===== src/rtl/cnnmt_pkg.sv =====
// Shared types, state and event codes, and the transition table for the NMT state machine.
package cnnmt_pkg;

  localparam int EVENT_W = 5;
  localparam int STATE_W = 4;

  typedef logic [EVENT_W-1:0] event_t;
  typedef logic [STATE_W-1:0] state_t;

  // Result of one event
  typedef struct packed {
    state_t node_state;
    logic   accepted;
    logic   manager_enabled;
    logic   application_entered;
  } result_t;

  // Node states
  localparam state_t ST_OFFLINE     = 4'd0;
  localparam state_t ST_INIT        = 4'd1;
  localparam state_t ST_RESET_APP   = 4'd2;
  localparam state_t ST_RESET_COM   = 4'd3;
  localparam state_t ST_RESET_CFG   = 4'd4;
  localparam state_t ST_NOT_ACTIVE  = 4'd5;
  localparam state_t ST_BASIC_ETH   = 4'd6;
  localparam state_t ST_PREOP1      = 4'd7;
  localparam state_t ST_PREOP2      = 4'd8;
  localparam state_t ST_RTO         = 4'd9;
  localparam state_t ST_OPERATIONAL = 4'd10;
  localparam state_t ST_STOPPED     = 4'd11;

  // Events that the table uses
  localparam event_t EV_SW_RESET       = 5'd0;
  localparam event_t EV_START_UP       = 5'd1;
  localparam event_t EV_SWITCH_ON      = 5'd3;
  localparam event_t EV_TO_PREOP1      = 5'd4;
  localparam event_t EV_TO_PREOP2      = 5'd5;
  localparam event_t EV_TO_RTO         = 5'd6;
  localparam event_t EV_TO_OPERATIONAL = 5'd7;
  localparam event_t EV_REQ_RESET_APP  = 5'd9;
  localparam event_t EV_REQ_RESET_COM  = 5'd10;
  localparam event_t EV_REQ_RESET_CFG  = 5'd11;
  localparam event_t EV_APP_ENTER_RTO  = 5'd12;
  localparam event_t EV_STOP_NODE      = 5'd13;
  localparam event_t EV_INT_RESET_APP  = 5'd14;
  localparam event_t EV_INT_RESET_COM  = 5'd15;
  localparam event_t EV_INT_RESET_CFG  = 5'd16;
  localparam event_t EV_RECV_SOC       = 5'd21;
  localparam event_t EV_RECV_SOA       = 5'd22;
  localparam event_t EV_MN_ENABLE_RTO  = 5'd23;
  localparam event_t EV_START_NODE     = 5'd25;
  localparam event_t EV_RESYNC         = 5'd26;

  // Fixed transition table; an unlisted event keeps the state
  function automatic state_t next_state(input state_t s, input event_t e);
    state_t ns;
    ns = s;
    case (s)
      ST_OFFLINE: begin
        if (e inside {EV_SW_RESET, EV_START_UP, EV_SWITCH_ON, EV_REQ_RESET_APP,
                      EV_REQ_RESET_COM, EV_REQ_RESET_CFG})
          ns = ST_INIT;
      end
      ST_INIT: begin
        if (e inside {EV_SWITCH_ON, EV_INT_RESET_APP, EV_REQ_RESET_APP})
          ns = ST_RESET_APP;
      end
      ST_RESET_APP: begin
        if (e inside {EV_INT_RESET_COM, EV_REQ_RESET_COM}) ns = ST_RESET_COM;
      end
      ST_RESET_COM: begin
        if (e inside {EV_INT_RESET_CFG, EV_REQ_RESET_CFG}) ns = ST_RESET_CFG;
      end
      ST_RESET_CFG: begin
        if (e inside {EV_INT_RESET_APP, EV_SWITCH_ON}) ns = ST_NOT_ACTIVE;
      end
      ST_NOT_ACTIVE: begin
        if (e == EV_RECV_SOC) ns = ST_PREOP1;
        else if (e == EV_RECV_SOA) ns = ST_BASIC_ETH;
      end
      ST_BASIC_ETH: begin
        if (e == EV_RECV_SOC) ns = ST_PREOP1;
      end
      ST_PREOP1: begin
        if (e inside {EV_RECV_SOC, EV_TO_PREOP2}) ns = ST_PREOP2;
      end
      ST_PREOP2: begin
        if (e == EV_APP_ENTER_RTO) ns = ST_RTO;
        else if (e inside {EV_TO_OPERATIONAL, EV_START_NODE}) ns = ST_OPERATIONAL;
        else if (e == EV_TO_PREOP1) ns = ST_PREOP1;
      end
      ST_RTO: begin
        if (e inside {EV_TO_OPERATIONAL, EV_START_NODE}) ns = ST_OPERATIONAL;
        else if (e == EV_TO_PREOP2) ns = ST_PREOP2;
        else if (e == EV_TO_PREOP1) ns = ST_PREOP1;
        else if (e == EV_STOP_NODE) ns = ST_STOPPED;
      end
      ST_OPERATIONAL: begin
        if (e == EV_STOP_NODE) ns = ST_STOPPED;
        else if (e == EV_TO_PREOP2) ns = ST_PREOP2;
        else if (e == EV_TO_PREOP1) ns = ST_PREOP1;
        else if (e == EV_TO_RTO) ns = ST_RTO;
      end
      ST_STOPPED: begin
        if (e inside {EV_START_NODE, EV_RESYNC}) ns = ST_OPERATIONAL;
        else if (e == EV_TO_PREOP2) ns = ST_PREOP2;
        else if (e == EV_TO_PREOP1) ns = ST_PREOP1;
        else if (e == EV_TO_RTO) ns = ST_RTO;
      end
      default: ns = s;
    endcase
    // Reset requests override in every state from not-active upward
    if (s >= ST_NOT_ACTIVE && s <= ST_STOPPED) begin
      if (e == EV_REQ_RESET_APP) ns = ST_RESET_APP;
      else if (e == EV_REQ_RESET_COM) ns = ST_RESET_COM;
      else if (e == EV_REQ_RESET_CFG) ns = ST_RESET_CFG;
      else if (e == EV_SW_RESET) ns = ST_INIT;
    end
    return ns;
  endfunction

endpackage


===== src/rtl/cnnmt_ifs.sv =====
// Valid/ready channel interfaces for the event input and the result output.
interface cnnmt_evt_if;
  import cnnmt_pkg::*;

  logic   valid;
  logic   ready;
  event_t event_code;

  modport source (output valid, output event_code, input ready);
  modport sink (input valid, input event_code, output ready);
endinterface

interface cnnmt_res_if;
  import cnnmt_pkg::*;

  logic   valid;
  logic   ready;
  state_t node_state;
  logic   accepted;
  logic   manager_enabled;
  logic   application_entered;

  modport source (output valid, output node_state, output accepted,
                  output manager_enabled, output application_entered, input ready);
  modport sink (input valid, input node_state, input accepted,
                input manager_enabled, input application_entered, output ready);
endinterface


===== src/rtl/cnnmt_in_reg.sv =====
// Input register stage: holds one event until the core consumes it.
module cnnmt_in_reg (
  input  logic              clk,
  input  logic              rst,
  cnnmt_evt_if.sink         events,
  input  logic              advance,
  output logic              item_valid,
  output cnnmt_pkg::event_t item_code
);
  import cnnmt_pkg::*;

  // Take a new transfer whenever the slot is empty or drains this cycle
  assign events.ready = !item_valid || advance;

  always_ff @(posedge clk) begin
    if (rst) begin
      item_valid <= 1'b0;
    end else if (events.ready) begin
      item_valid <= events.valid;
    end
  end

  always_ff @(posedge clk) begin
    if (events.valid && events.ready) begin
      item_code <= events.event_code;
    end
  end

endmodule


===== src/rtl/cnnmt_core.sv =====
// Node state and handshake flags, updated by one event per cycle while advance is high.
module cnnmt_core (
  input  logic               clk,
  input  logic               rst,
  input  logic               advance,
  input  cnnmt_pkg::event_t  item_code,
  output cnnmt_pkg::result_t result
);
  import cnnmt_pkg::*;

  state_t current_state;
  state_t current_state_next;
  logic   manager_ready;
  logic   manager_ready_next;
  logic   application_ready;
  logic   application_ready_next;
  logic   handshake;
  logic   accepted_next;
  state_t table_state;

  assign handshake   = (item_code == EV_MN_ENABLE_RTO) || (item_code == EV_APP_ENTER_RTO);
  assign table_state = next_state(current_state, item_code);

  // Flag update, then either the handshake gate or the table
  always_comb begin
    manager_ready_next     = manager_ready || (item_code == EV_MN_ENABLE_RTO);
    application_ready_next = application_ready || (item_code == EV_APP_ENTER_RTO);
    current_state_next     = current_state;
    accepted_next          = 1'b0;
    if (current_state == ST_PREOP2 && handshake) begin
      if (manager_ready_next && application_ready_next) begin
        current_state_next = ST_RTO;
        accepted_next      = 1'b1;
      end
    end else if (table_state != current_state) begin
      current_state_next = table_state;
      accepted_next      = 1'b1;
      // Initialising and the reset states drop both flags
      if (table_state >= ST_INIT && table_state <= ST_RESET_CFG) begin
        manager_ready_next     = 1'b0;
        application_ready_next = 1'b0;
      end
    end
  end

  always_ff @(posedge clk) begin
    if (rst) begin
      current_state     <= ST_OFFLINE;
      manager_ready     <= 1'b0;
      application_ready <= 1'b0;
    end else if (advance) begin
      current_state     <= current_state_next;
      manager_ready     <= manager_ready_next;
      application_ready <= application_ready_next;
    end
  end

  assign result = '{node_state:          current_state_next,
                    accepted:            accepted_next,
                    manager_enabled:     manager_ready_next,
                    application_entered: application_ready_next};

endmodule


===== src/rtl/cnnmt_out_reg.sv =====
// Result register: holds one result until the downstream transfer completes.
module cnnmt_out_reg (
  input  logic               clk,
  input  logic               rst,
  input  logic               advance,
  input  cnnmt_pkg::result_t result_next,
  cnnmt_res_if.source        results,
  output logic               stall
);
  import cnnmt_pkg::*;

  logic    out_valid;
  result_t result;

  // Full and not taken this cycle
  assign stall = out_valid && !results.ready;

  always_ff @(posedge clk) begin
    if (rst) begin
      out_valid <= 1'b0;
    end else if (!stall) begin
      out_valid <= advance;
    end
  end

  always_ff @(posedge clk) begin
    if (advance) begin
      result <= result_next;
    end
  end

  assign results.valid               = out_valid;
  assign results.node_state          = result.node_state;
  assign results.accepted            = result.accepted;
  assign results.manager_enabled     = result.manager_enabled;
  assign results.application_entered = result.application_entered;

endmodule


===== src/rtl/controlled_node_nmt_state_machine.sv =====
// Top level of the controlled-node NMT state machine.
// Takes one NMT event per transfer on the events channel and returns one result per
// event on the results channel: the node state after the event, whether the state
// changed, and the manager-enabled and application-entered ready-to-operate flags.
// An event passes through an input register, a single pass of table and flag logic
// that updates the state, and a result register. Its result is offered from the result
// register once the held event is processed, which waits while that register stalls. One
// event is taken every cycle as long as results are taken.
// After reset the node is offline with both flags clear.
module controlled_node_nmt_state_machine (
  input  logic        clk,
  input  logic        rst,
  cnnmt_evt_if.sink   events,
  cnnmt_res_if.source results
);
  import cnnmt_pkg::*;

  logic    item_valid;
  event_t  item_code;
  logic    advance;
  logic    stall;
  result_t result_next;

  // Process the held event whenever the result register can take its result
  assign advance = item_valid && !stall;

  cnnmt_in_reg u_in_reg (
    .clk        (clk),
    .rst        (rst),
    .events     (events),
    .advance    (advance),
    .item_valid (item_valid),
    .item_code  (item_code)
  );

  cnnmt_core u_core (
    .clk       (clk),
    .rst       (rst),
    .advance   (advance),
    .item_code (item_code),
    .result    (result_next)
  );

  cnnmt_out_reg u_out_reg (
    .clk         (clk),
    .rst         (rst),
    .advance     (advance),
    .result_next (result_next),
    .results     (results),
    .stall       (stall)
  );

endmodule

===== src/flat_wrapper.sv =====
// flat-port wrapper written by rule: the top's interface ports become plain ports
module controlled_node_nmt_state_machine_flat import cnnmt_pkg::*;
  (clk, rst, events_valid, events_event_code, events_ready, results_valid, results_node_state, results_accepted, results_manager_enabled, results_application_entered, results_ready);
  cnnmt_evt_if events_i ();
  cnnmt_res_if results_i ();
  input  logic clk;
  input  logic rst;
  input wire logic [$bits(events_i.valid)-1:0] events_valid;
  input wire logic [$bits(events_i.event_code)-1:0] events_event_code;
  output wire logic [$bits(events_i.ready)-1:0] events_ready;
  output wire logic [$bits(results_i.valid)-1:0] results_valid;
  output wire logic [$bits(results_i.node_state)-1:0] results_node_state;
  output wire logic [$bits(results_i.accepted)-1:0] results_accepted;
  output wire logic [$bits(results_i.manager_enabled)-1:0] results_manager_enabled;
  output wire logic [$bits(results_i.application_entered)-1:0] results_application_entered;
  input wire logic [$bits(results_i.ready)-1:0] results_ready;
  assign events_i.valid = events_valid;
  assign events_i.event_code = events_event_code;
  assign events_ready = events_i.ready;
  assign results_valid = results_i.valid;
  assign results_node_state = results_i.node_state;
  assign results_accepted = results_i.accepted;
  assign results_manager_enabled = results_i.manager_enabled;
  assign results_application_entered = results_i.application_entered;
  assign results_i.ready = results_ready;
  controlled_node_nmt_state_machine u_core (.clk(clk), .rst(rst), .events(events_i), .results(results_i));
endmodule

===== config.mk =====
export PLATFORM = sky130hd
export DESIGN_NAME = controlled_node_nmt_state_machine_flat
export DESIGN_NICKNAME = d
export VERILOG_FILES = /design/src/rtl/cnnmt_pkg.sv /design/src/rtl/cnnmt_ifs.sv /design/src/rtl/cnnmt_in_reg.sv /design/src/rtl/cnnmt_core.sv /design/src/rtl/cnnmt_out_reg.sv /design/src/rtl/controlled_node_nmt_state_machine.sv /design/src/flat_wrapper.sv
export SDC_FILE = /design/constraint.sdc
export NUM_CORES = 1
export LEC_CHECK = 0
export BUFFER_PORTS_ARGS = -buffer_cell sky130_fd_sc_hd__buf_2
export CORE_MARGIN = 2
export CORE_UTILIZATION = 61
export CTS_BUF_LIST = sky130_fd_sc_hd__clkbuf_4 sky130_fd_sc_hd__clkbuf_8
export DETAILED_ROUTE_END_ITERATION = 16
export PLACE_DENSITY = 0.89
export SLEW_MARGIN = 30
export SYNTH_ARGS = -nofsm -noshare
export SYNTH_HDL_FRONTEND = slang
export SYNTH_SLANG_ARGS = --single-unit

===== constraint.sdc =====
create_clock -name clk -period 3.1 [get_ports clk]
set_input_delay 0.155 -clock clk [delete_from_list [all_inputs] [get_ports clk]]
set_output_delay 0.155 -clock clk [all_outputs]
set_load 0.01 [all_outputs]

After elaboration in Yosys (flattened, before gate mapping)

Index checks and enable logic that the tools add are counted.

$lt $le $gt $ge: 4
Eq/ne operators: 31
Multiplexer cells: 39
Reductions and logical operators: 24

Operators with widths:

| cell                                                               | number |
|---|---|
| 2-to-1 mux 4 bit                                                   | 29 |
| case mux 4 bit (12 select lines)                                   | 1 |
| == test 5 x 4 -> 1 bit (second input constant)                     | 7 |
| == test 5 bit (second input constant)                              | 6 |
| == test 5 x 3 -> 1 bit (second input constant)                     | 4 |
| == test 4 x 3 -> 1 bit (second input constant)                     | 4 |
| == test 4 bit (second input constant)                              | 4 |
| nonzero test 2 bit                                                 | 6 |
| 2-to-1 mux 1 bit                                                   | 9 |
| == test 4 x 2 -> 1 bit (second input constant)                     | 2 |
| logical AND 1 bit                                                  | 7 |
| nonzero test 6 bit                                                 | 1 |
| == test 5 x 1 -> 1 bit (second input constant)                     | 1 |
| == test 5 x 2 -> 1 bit (second input constant)                     | 1 |
| logical NOT 5 bit                                                  | 1 |
| == test 4 x 1 -> 1 bit (second input constant)                     | 1 |
| greater-or-equal comparator 4 x 1 -> 1 bit (second input constant) | 1 |
| greater-or-equal comparator 4 x 3 -> 1 bit (second input constant) | 1 |
| <= comparator 4 x 3 -> 1 bit (second input constant)               | 1 |
| <= comparator 4 bit (second input constant)                        | 1 |
| logical NOT 4 bit                                                  | 1 |
| logical OR 1 bit                                                   | 4 |
| inequality test 4 bit                                              | 1 |
| logical NOT 1 bit                                                  | 3 |
| nonzero test 3 bit                                                 | 1 |

Register bits after elaboration: 20
Bits of input ports: 9
Output and inout bits: 9
Word-level logic and storage cells: 108

Depth between registers and ports, before layout

Gate-level depths: netlist (run 1).

Word-level depth: 16
Gate-level depth with buffers: 11
Gate-level depth less buffers: 8

Hierarchy

A second synthesis (run 1) with hierarchy kept.

Cell total of the unflattened synthesis: 225
Area, all modules: 2010.7 µm²

Modules (own cells, without submodules):

| module                            | times used | cells each | area each (µm²) | sequential area each (µm²) |
|---|---|---|---|---|
| cnnmt_core                        | 1          | 204        | 1537.7          | 120.1 |
| cnnmt_out_reg                     | 1          | 10         | 254.0           | 230.2 |
| cnnmt_in_reg                      | 1          | 10         | 205.2           | 170.2 |
| controlled_node_nmt_state_machine | 1          | 1          | 13.8            | 0.0 |

Worst setup path before layout (run 1)

OpenSTA, ideal clock, no wires.

Path type: register -> register
From: register u_core.u_in_reg.item_code[3]
To: register u_core.u_out_reg.result, in the netlist u_core.u_out_reg.results.application_entered, data pin
Library setup time: 0.259 ns
Arrival time: 2.011 ns
Required time: 2.841 ns
Setup slack: 0.829 ns
Stages on the path, launching flop included: 10
Path buffers: 1
Clock period less this slack: 2.271 ns
Cell sequence: edfxtp_1 -> buf_6 -> nor4bb_1 -> nor3_1 -> or4_1 -> nand4_2 -> o21ai_0 -> a211o_1 -> a22oi_2 -> nor2_1

RTL lines:

| item                   | line                | source |
|---|---|---|
| start, declared        | cnnmt_in_reg.sv:8   | `output cnnmt_pkg::event_t item_code` |
| start signal, assigned | cnnmt_in_reg.sv:25  | `item_code <= events.event_code;` |
| end signal, assigned   | cnnmt_out_reg.sv:28 | `result <= result_next;` |
| end, declared          | cnnmt_out_reg.sv:13 | `result_t result;` |

==> flow_metrics.env, run 1 <==
export IMPL_status="finished clean"
export IMPL_clkPwrFrac_pct=32.4
export IMPL_maxSlewHeadroom_pct=50.0
export IMPL_maxSlewViolCount=0
export IMPL_startpoint_type="register"
export IMPL_routed_wl_mm=4.14
export IMPL_core_mm2=0.00271
export IMPL_cts_root_buffer="clkbuf_4"
export IMPL_grt_pass1_vias=1488
export IMPL_cp_data_required_time_ps=3160
export IMPL_antennaDiodeCount=0
export IMPL_synth_edf_count=12
export IMPL_switching_share_pct=27.0
export IMPL_wl_per_cell_um=17.4
export IMPL_grt_busiest_layer="met2"
export IMPL_rows=19
export IMPL_post_cts_buffers=0
export IMPL_avgViaCountPerCell=7.04
export IMPL_slowest_delay_ps=800
export IMPL_drt_first_pass_iters=5
export IMPL_hold_slack_ps=25.6
export IMPL_power_frac_comb_pct=19.3
export IMPL_finalSetupTns_ps=0
export IMPL_final_instance_count_excl_fill=238
export IMPL_path_max_fanout=20
export IMPL_end_kind="register"
export IMPL_post_cts_resized=0
export IMPL_p_switching_uw=178
export IMPL_setup_violations=0
export IMPL_dpl_instance_area_mm2=0.00177
export IMPL_cts_inserted_buffers=3
export IMPL_final_cell_area_mm2=0.00182
export IMPL_dpl_cell_count=234
export IMPL_grt_util_all_layers_pct=26.4
export IMPL_path_class="reg -> reg"
export IMPL_period_needed_ps=2970
export IMPL_worst_path_most_repeated_cell="nor2_1"
export IMPL_synth_async_sr_flop_share_pct=0
export IMPL_synth_top_flop_cell="edfxtp_1"
export IMPL_htree_levels=1
export IMPL_antenna_left=0
export IMPL_crit_arrival_ps=3030
export IMPL_clock_sinks=20
export IMPL_hpwl_mm=2.96
export IMPL_rsz0062_at_grt="false"
export IMPL_vias=1675
export IMPL_synth_seq_cells=20
export IMPL_syn2layout_area_growth_pct=5.83
export IMPL_cp_cell_sequence="nor2_1, o21ai_2, a211oi_1, o311ai_1, o21ai_0, a211o_1, a22oi_2, nor2_1"
export IMPL_drt_iter0_markers=128
export IMPL_tightest_slew_ps=751
export IMPL_syn_area_mm2=0.00172
export IMPL_syn_inst=201
export IMPL_ys_types=61
export IMPL_start_util_pct=63.4
export IMPL_fin_crit_sh_pct=95.9
export IMPL_use_met3_pct=3.85
export IMPL_overflow=0
export IMPL_grt_max_degree=25
export IMPL_hold_viol_final=0
export IMPL_portBuffers=17
export IMPL_clk_latency_ps=310
export IMPL_grt_pass1_wl_mm=6.87
export IMPL_drive_gt1_share_pct=19.3
export IMPL_synth_nets=210
export IMPL_clock_skew_ps=16.4
export IMPL_ir_drop_uv=366
export IMPL_yosysWarnings=0
export IMPL_syn_area_per_cell_um2=8.55
export IMPL_final_common_cell="nor2_1"
export IMPL_power_density_mw_per_mm2=362
export IMPL_grt_met1_usage_pct=35.7
export IMPL_p_leak_uw=0.000643
export IMPL_drc_errors=0
export IMPL_die_height_um=57.1
export IMPL_final_cell_mix="nor2_1, buf_2, edfxtp_1"
export IMPL_clk_path_buf_depth=2
export IMPL_ios=18
export IMPL_final_core_util_pct=67.1
export IMPL_gp_congestion=0.921
export IMPL_use_met2_pct=44.5
export IMPL_die_area_mm2=0.00326
export IMPL_cts_tree="built"
export IMPL_fmax_mhz=336
export IMPL_crit_path_top_delay_cell="dfxtp_1"
export IMPL_cap_viol_max_count=0
export IMPL_final_nets=217
export IMPL_seq_power_share_pct=48.3
export IMPL_internal_power_uw=481
export IMPL_worstHoldPathType="in -> reg"
export IMPL_die_w_um=57.1
export IMPL_antenna_found_initial=0
export IMPL_cts_hold_buf=0
export IMPL_clk_pin_slew_ps=120
export IMPL_seq_area_frac_synth_pct=30.3
==> registers in the layout, summed over array words and instances (netlist names) <==
name	count
u_core.u_out_reg.results.node_state	4
u_core.u_out_reg.results.manager_enabled	1
u_core.u_core.manager_ready	1
u_core.u_out_reg.results.accepted	1
u_core.u_core.current_state	4
u_core.u_core.application_ready	1
u_core.u_in_reg.item_valid	1
u_core.u_out_reg.results.application_entered	1
u_core.u_out_reg.results.valid	1
u_core.u_in_reg.item_code	5
==> layer usage <==
| metal | routed length, um | part of all wire [%] |
|---|---|---|
| met1 | 1740 | 42 |
| met2 | 2050 | 50 |
| met3 | 292 | 7.1 |
| met4 | 52 | 1.3 |
| met5 | 0 | 0 |
==> area by class of cell <==
cell class                      instances  area, um2
Inverter                                5       18.8
Timing Repair Buffer                   25        145
Fill cell                             225        892
Clock inverter                          1       30.0
Multi-Input combinational cell        153       1040
Tap cell                               31       38.8
Clock buffer                            3       22.5
Sequential cell                        20        520
==> final timing paths <==
kind | from | to | slack [ps] | cells past startpoint
worst max-delay path | u_core.u_core.current_state[0] | u_core.u_out_reg.results.manager_enabled | 130 | 8
worst min-delay path | events_event_code[4] | u_core.u_in_reg.item_code[4] | 30 | 1
worst max register to register | u_core.u_core.current_state[0] | u_core.u_out_reg.results.manager_enabled | 130 | 8
worst min register to register | u_core.u_in_reg.item_valid | u_core.u_in_reg.item_valid | 560 | 2
==> cells by family after synthesis <==
family	synth area share, %
compound gates	24.7
xor+xnor	1.02
buf+inv	9.03
flops	30.3
mux	2.33
simple gates	32.6
==> power groups by stage <==
stage,combinational [uW],sequential [uW],clock [uW]
floorplan,110,310,0
global placement,120,321,0
detailed placement,125,323,0
CTS,125,317,214
global route,138,321,223
finish,127,318,213
==> cell usage after synthesis (all sizes together), types with 3 or more instances <==
cell,number,area share [%]
a211oi,5,2.2
edfxtp,12,21
a22oi,5,2.8
nor4,3,1.1
mux2i,4,2.3
nor2,20,4.4
o21ai,10,3.4
o2111ai,3,1.5
o31ai,3,1.3
buf,18,6.8
nand2,10,2.2
nor4bb,6,3.5
nor4b,3,1.9
clkbuf,5,1.1
dfxtp,8,9.3
nand3,5,1.5
a211o,3,1.6
inv,5,1.1
a21oi,7,2.0
nor3,6,1.7
nor2b,9,3.3
nand4,6,2.5
nand2b,5,1.8
==> critical path: cells and delay by family (launching register included) <==
kind | cells | cell delay [ps]
compound gates | 6 | 1610
simple gates | 2 | 290
flops | 1 | 800
==> through the flow <==
stage / setup slack (ps) / power, uW
5_1_grt: 11.4 / 681
3_3_place_gp: 399 / 441
4_1_cts: 259 / 657
6_report: 128 / 659
3_5_place_dp: 288 / 448
2_1_floorplan: 829 / 420
Note: power is estimated with default switching activity, not from simulation.
==> run 2, diff against run 1 <==
--- a/config.mk
+++ b/config.mk
@@ -10,6 +10,7 @@
 export CORE_UTILIZATION = 61
 export CTS_BUF_LIST = sky130_fd_sc_hd__clkbuf_4 sky130_fd_sc_hd__clkbuf_8
 export DETAILED_ROUTE_END_ITERATION = 16
+export HOLD_SLACK_MARGIN = 0.12
 export PLACE_DENSITY = 0.89
 export SLEW_MARGIN = 30
 export SYNTH_ARGS = -nofsm -noshare
==> run 2 against run 1 <==
Against the previous run:
- count of clock-buffer cells in the layout is the same
- flip-flop and latch count stayed put
- critical path depth is the same
- routed wire length up 2.9%
- hold slack improved by 170 ps
- clock skew is 3.0 ps lower
- power increased by 1.2%
- combinational power is 6% higher
- utilization is 3.0 points higher
- setup slack improved by 72 ps
- critical path type unchanged
- largest cell class unchanged
- largest power group unchanged
==> flow_metrics.env, run 2 (same netlist as run 1, synthesis figures left out) <==
export IMPL_status="finished clean"
export IMPL_final_common_cell="nor2_1"
export IMPL_grt_max_degree=25
export IMPL_die_height_um=57.1
export IMPL_gp_congestion=0.921
export IMPL_largest_register="u_core.u_in_reg.item_code"
export IMPL_maxSlewViolCount=0
export IMPL_ios=18
export IMPL_cts_tree="built"
export IMPL_drive_gt1_share_pct=18.6
export IMPL_grt_pass1_wl_mm=7.16
export IMPL_cts_root_buffer="clkbuf_4"
export IMPL_htree_levels=1
export IMPL_wl_per_cell_um=17.3
export IMPL_grt_pass1_vias=1546
export IMPL_fin_crit_sh_pct=93.6
export IMPL_portBuffers=17
export IMPL_grt_met1_usage_pct=37.3
export IMPL_fmax_mhz=345
export IMPL_worstHoldPathType="in -> reg"
export IMPL_period_needed_ps=2900
export IMPL_setup_violations=0
export IMPL_clk_path_buf_depth=2
export IMPL_hpwl_mm=2.96
export IMPL_post_cts_resized=0
export IMPL_crit_arrival_ps=2960
export IMPL_maxSlewHeadroom_pct=49.3
export IMPL_final_nets=225
export IMPL_antenna_found_initial=0
export IMPL_avgViaCountPerCell=6.93
export IMPL_final_fill_count=210
export IMPL_startpoint_type="register"
export IMPL_multi_input_area_mm2=0.00104
export IMPL_clock_sinks=20
export IMPL_cap_viol_max_count=0
export IMPL_post_cts_buffers=0
export IMPL_die_area_mm2=0.00326
export IMPL_power_density_mw_per_mm2=351
export IMPL_largest_register_ffs=5
export IMPL_layout_setup_ws_ps=199
export IMPL_final_cell_mix="nor2_1, buf_2, edfxtp_1"
export IMPL_vias=1704
export IMPL_finalSetupTns_ps=0
export IMPL_rsz0062_at_grt="false"
export IMPL_drc_errors=0
export IMPL_path_class="reg -> reg"
export IMPL_routed_wl_mm=4.26
export IMPL_p_leak_uw=0.000678
export IMPL_syn2layout_area_growth_pct=10.5
export IMPL_drt_first_pass_iters=5
export IMPL_clk_latency_ps=310
export IMPL_use_met3_pct=3.85
export IMPL_antenna_left=0
export IMPL_regArea_um2=520
export IMPL_die_w_um=57.1
export IMPL_use_met2_pct=47.0
export IMPL_cp_data_required_time_ps=3160
export IMPL_hold_viol_final=0
export IMPL_drt_iter0_markers=99
export IMPL_clk_pin_slew_ps=110
export IMPL_end_kind="register"
export IMPL_core_mm2=0.00271
export IMPL_antennaDiodeCount=0
export IMPL_path_max_fanout=24
export IMPL_clock_skew_ps=13.4
export IMPL_pre_cts_ws_ps=288
export IMPL_cts_inserted_buffers=3
export IMPL_grt_busiest_layer="met2"
export IMPL_rows=19
export IMPL_overflow=0
export IMPL_grt_util_all_layers_pct=27.6
export IMPL_start_util_pct=63.4
export IMPL_ir_drop_uv=347
export IMPL_tightest_slew_ps=761
==> run 2: area by class of cell <==
| type | instances | area share, % |
|---|---|---|
| well taps | 31 | 2.04 |
| multi-input cells | 153 | 54.9 |
| clock buffers | 3 | 1.19 |
| inverters | 5 | 0.989 |
| flip-flops and latches | 20 | 27.4 |
| repair buffers | 33 | 11.9 |
| clock inverters | 1 | 1.58 |
==> run 2: path summary, 6_finish.rpt <==
path / startpoint / endpoint / slack [ps] / cells after the start
worst max register to register: u_core.u_in_reg.item_code[1] / u_core.u_out_reg.results.manager_enabled / 200 / 8
worst max-delay path: u_core.u_in_reg.item_code[1] / u_core.u_out_reg.results.manager_enabled / 200 / 8
worst min-delay path: results_ready / u_core.u_out_reg.results.valid / 190 / 4
worst min register to register: u_core.u_in_reg.item_valid / u_core.u_out_reg.results.valid / 580 / 2
==> run 2: repair_timing <==
action / in CTS / in global routing
endpoints found under the setup margin: 0 / 0
hold buffers: 8 / 0
hold endpoints to repair: 12 / 0
==> run 2: power breakdown <==
part	total (uW)	switching [uW]	internal, uW
logic	135	74.4	60.6
registers	318	22.1	296
clock network	214	82.9	131
==> run 2: through the flow <==
step           hold WS, ps  cell area (um2)  power, uW  cells  util (%)
3_5_place_dp           334             1770        448    234      65.1
2_1_floorplan          254             1720        420    201         -
6_report               195             1900        667    246      70.0
3_3_place_gp           332             1770        441    234      65.1
5_1_grt                225             1900        692    246      70.0
4_1_cts                194             1900        665    246      70.0
==> run 2: metal layers <==
layer	part of all wire, %	vias up
met3	7.1	12
met5	0	-
met2	50	96
met4	1.4	0
li1	-	798
met1	42	798
==> run 2: worst max-delay path, stage by stage (launching register included) <==
cell       delay, ps
edfxtp_1         720
nand4bb_1        370
a31o_2           300
a22oi_1          200
nand4_1          170
o21ai_0          370
nand4_1          190
a22oi_2          260
nor2_1            70
==> run 3, diff against run 2 <==
--- a/config.mk
+++ b/config.mk
@@ -7,11 +7,10 @@
 export LEC_CHECK = 0
 export BUFFER_PORTS_ARGS = -buffer_cell sky130_fd_sc_hd__buf_2
 export CORE_MARGIN = 2
-export CORE_UTILIZATION = 61
-export CTS_BUF_LIST = sky130_fd_sc_hd__clkbuf_4 sky130_fd_sc_hd__clkbuf_8
+export CORE_UTILIZATION = 59
 export DETAILED_ROUTE_END_ITERATION = 16
 export HOLD_SLACK_MARGIN = 0.12
-export PLACE_DENSITY = 0.89
+export PLACE_DENSITY = 0.87
 export SLEW_MARGIN = 30
 export SYNTH_ARGS = -nofsm -noshare
 export SYNTH_HDL_FRONTEND = slang
==> run 3 against run 2 <==
Against the previous run:
- count of clock-buffer cells in the layout stayed put
- highest routed layer unchanged
- critical path type unchanged
- critical endpoint unchanged
- combinational power is 16% higher
- sequential share of layout area is 1.3 points lower
==> flow_metrics.env, run 3 (same netlist as run 1, synthesis figures left out) <==
export IMPL_antenna_left=0
export IMPL_status="finished clean"
export IMPL_htree_levels=1
export IMPL_drive_gt1_share_pct=23.0
export IMPL_vias=1925
export IMPL_final_common_cell="nor2_1"
export IMPL_end_kind="register"
export IMPL_largest_register="u_core.u_in_reg.item_code"
export IMPL_setup_violations=0
export IMPL_fmax_mhz=330
export IMPL_maxSlewViolCount=0
export IMPL_cp_top_family="simple AND/OR/NAND/NOR gates"
export IMPL_clk_latency_ps=310
export IMPL_clock_skew_ps=9.86
export IMPL_clock_sinks=20
export IMPL_cap_viol_max_count=0
export IMPL_p_leak_uw=0.000736
export IMPL_grt_util_all_layers_pct=29.5
export IMPL_period_needed_ps=3030
export IMPL_final_cell_mix="nor2_1, buf_4, buf_2"
export IMPL_rows=19
export IMPL_ios=18
export IMPL_drt_iter0_markers=199
export IMPL_drc_errors=0
export IMPL_syn2layout_area_growth_pct=15.9
export IMPL_antennaDiodeCount=0
export IMPL_hpwl_mm=2.99
export IMPL_ir_drop_uv=366
export IMPL_whs_path_depth=4
export IMPL_cts_tree="built"
export IMPL_regArea_um2=520
export IMPL_antenna_found_initial=0
export IMPL_tightest_slew_ps=608
export IMPL_worstHoldPathType="in -> reg"
export IMPL_crit_cells=9
export IMPL_crit_arrival_ps=3090
export IMPL_path_max_fanout=12
export IMPL_grt_max_degree=25
export IMPL_crit_path_top_delay_cell="edfxtp_1"
export IMPL_die_w_um=58.0
export IMPL_die_height_um=58.0
export IMPL_power_density_mw_per_mm2=346
export IMPL_finalSetupTns_ps=0
export IMPL_grt_pass1_wl_mm=7.65
export IMPL_maxSlewHeadroom_pct=59.2
export IMPL_final_fill_count=168
export IMPL_grt_pass1_vias=1612
export IMPL_largest_register_ffs=5
export IMPL_path_class="reg -> reg"
export IMPL_cts_inserted_buffers=3
export IMPL_cts_root_buffer="clkbuf_4"
export IMPL_gp_congestion=1.01
export IMPL_layout_setup_ws_ps=74.3
export IMPL_core_mm2=0.00276
export IMPL_path_buf_inv=1
export IMPL_avgViaCountPerCell=7.49
export IMPL_portBuffers=17
export IMPL_r2r_cells=9
export IMPL_wl_per_cell_um=20.4
export IMPL_cp_data_required_time_ps=3160
export IMPL_clk_pin_slew_ps=120
export IMPL_startpoint_type="register"
export IMPL_overflow=0
export IMPL_fin_crit_sh_pct=97.6
export IMPL_drt_first_pass_iters=8
export IMPL_final_nets=236
export IMPL_clk_path_buf_depth=2
export IMPL_multi_input_area_mm2=0.00104
export IMPL_die_area_mm2=0.00336
export IMPL_routed_wl_mm=5.25
export IMPL_cp_cell_sequence="buf_4, nor4bb_1, nor3_1, or4_1, nand4_2, o21ai_0, a211o_1, a22oi_2, nor2_1"
export IMPL_start_util_pct=62.3
export IMPL_pre_cts_ws_ps=279
export IMPL_slowest_delay_ps=590
export IMPL_hold_viol_final=0
## run 3: cell type report
| class | instances | area share [%] |
|---|---|---|
| Clock inverter | 1 | 1.51 |
| Tap cell | 31 | 1.95 |
| Inverter | 5 | 0.943 |
| Multi-Input combinational cell | 153 | 52.4 |
| Clock buffer | 3 | 1.13 |
| Timing Repair Buffer | 44 | 16.0 |
| Sequential cell | 20 | 26.1 |
## run 3: report_power, final
part           total [uW]  internal, uW  leakage, uW  switching [uW]
logic                 157          70.0     0.000529            87.3
clock network         214           131    0.0000279            83.0
registers             318           296     0.000180            21.7
## run 3: tightest hold or removal path: stages
cell     delay, ps
buf_2           80
nor2b_1         70
nor2_1          90
nor2_1          50
## run 3: final timing paths
kind / startpoint / endpoint / slack (ps)
worst max-delay path: u_core.u_in_reg.item_code[2] / u_core.u_out_reg.results.manager_enabled / 70
worst max register to register: u_core.u_in_reg.item_code[2] / u_core.u_out_reg.results.manager_enabled / 70
worst min register to register: u_core.u_in_reg.item_valid / u_core.u_out_reg.results.valid / 550
worst min-delay path: results_ready / u_core.u_out_reg.results.valid / 180
## run 3: per-layer routing
layer  up-vias  GRT usage, %  wire length [um]
met2       193          47.7              2400
met4         0          14.0               339
met5         -             0                 0
li1        828             -                 -
met3        47          5.13               646
met1       857          38.3              1870
## run 3: through the flow
step                std cells  util [%]  instance area, um2  hold slack (ps)  power [uW]
finish                    257      72.2                1990              176         689
global route              257      72.2                1990              199         711
CTS                       250      70.3                1940              157         666
detailed placement        239      65.8                1820              336         452
global placement          239      65.8                1820              333         447
floorplan                 201         -                1720              254         420
## run 3: timing repair
action                                  4_1_cts  5_1_grt
resized for setup                             0        0
endpoints found under the setup margin        0        2
hold buffers                                  7        0
hold endpoints to repair                      7        0
setup buffers                                 0        7
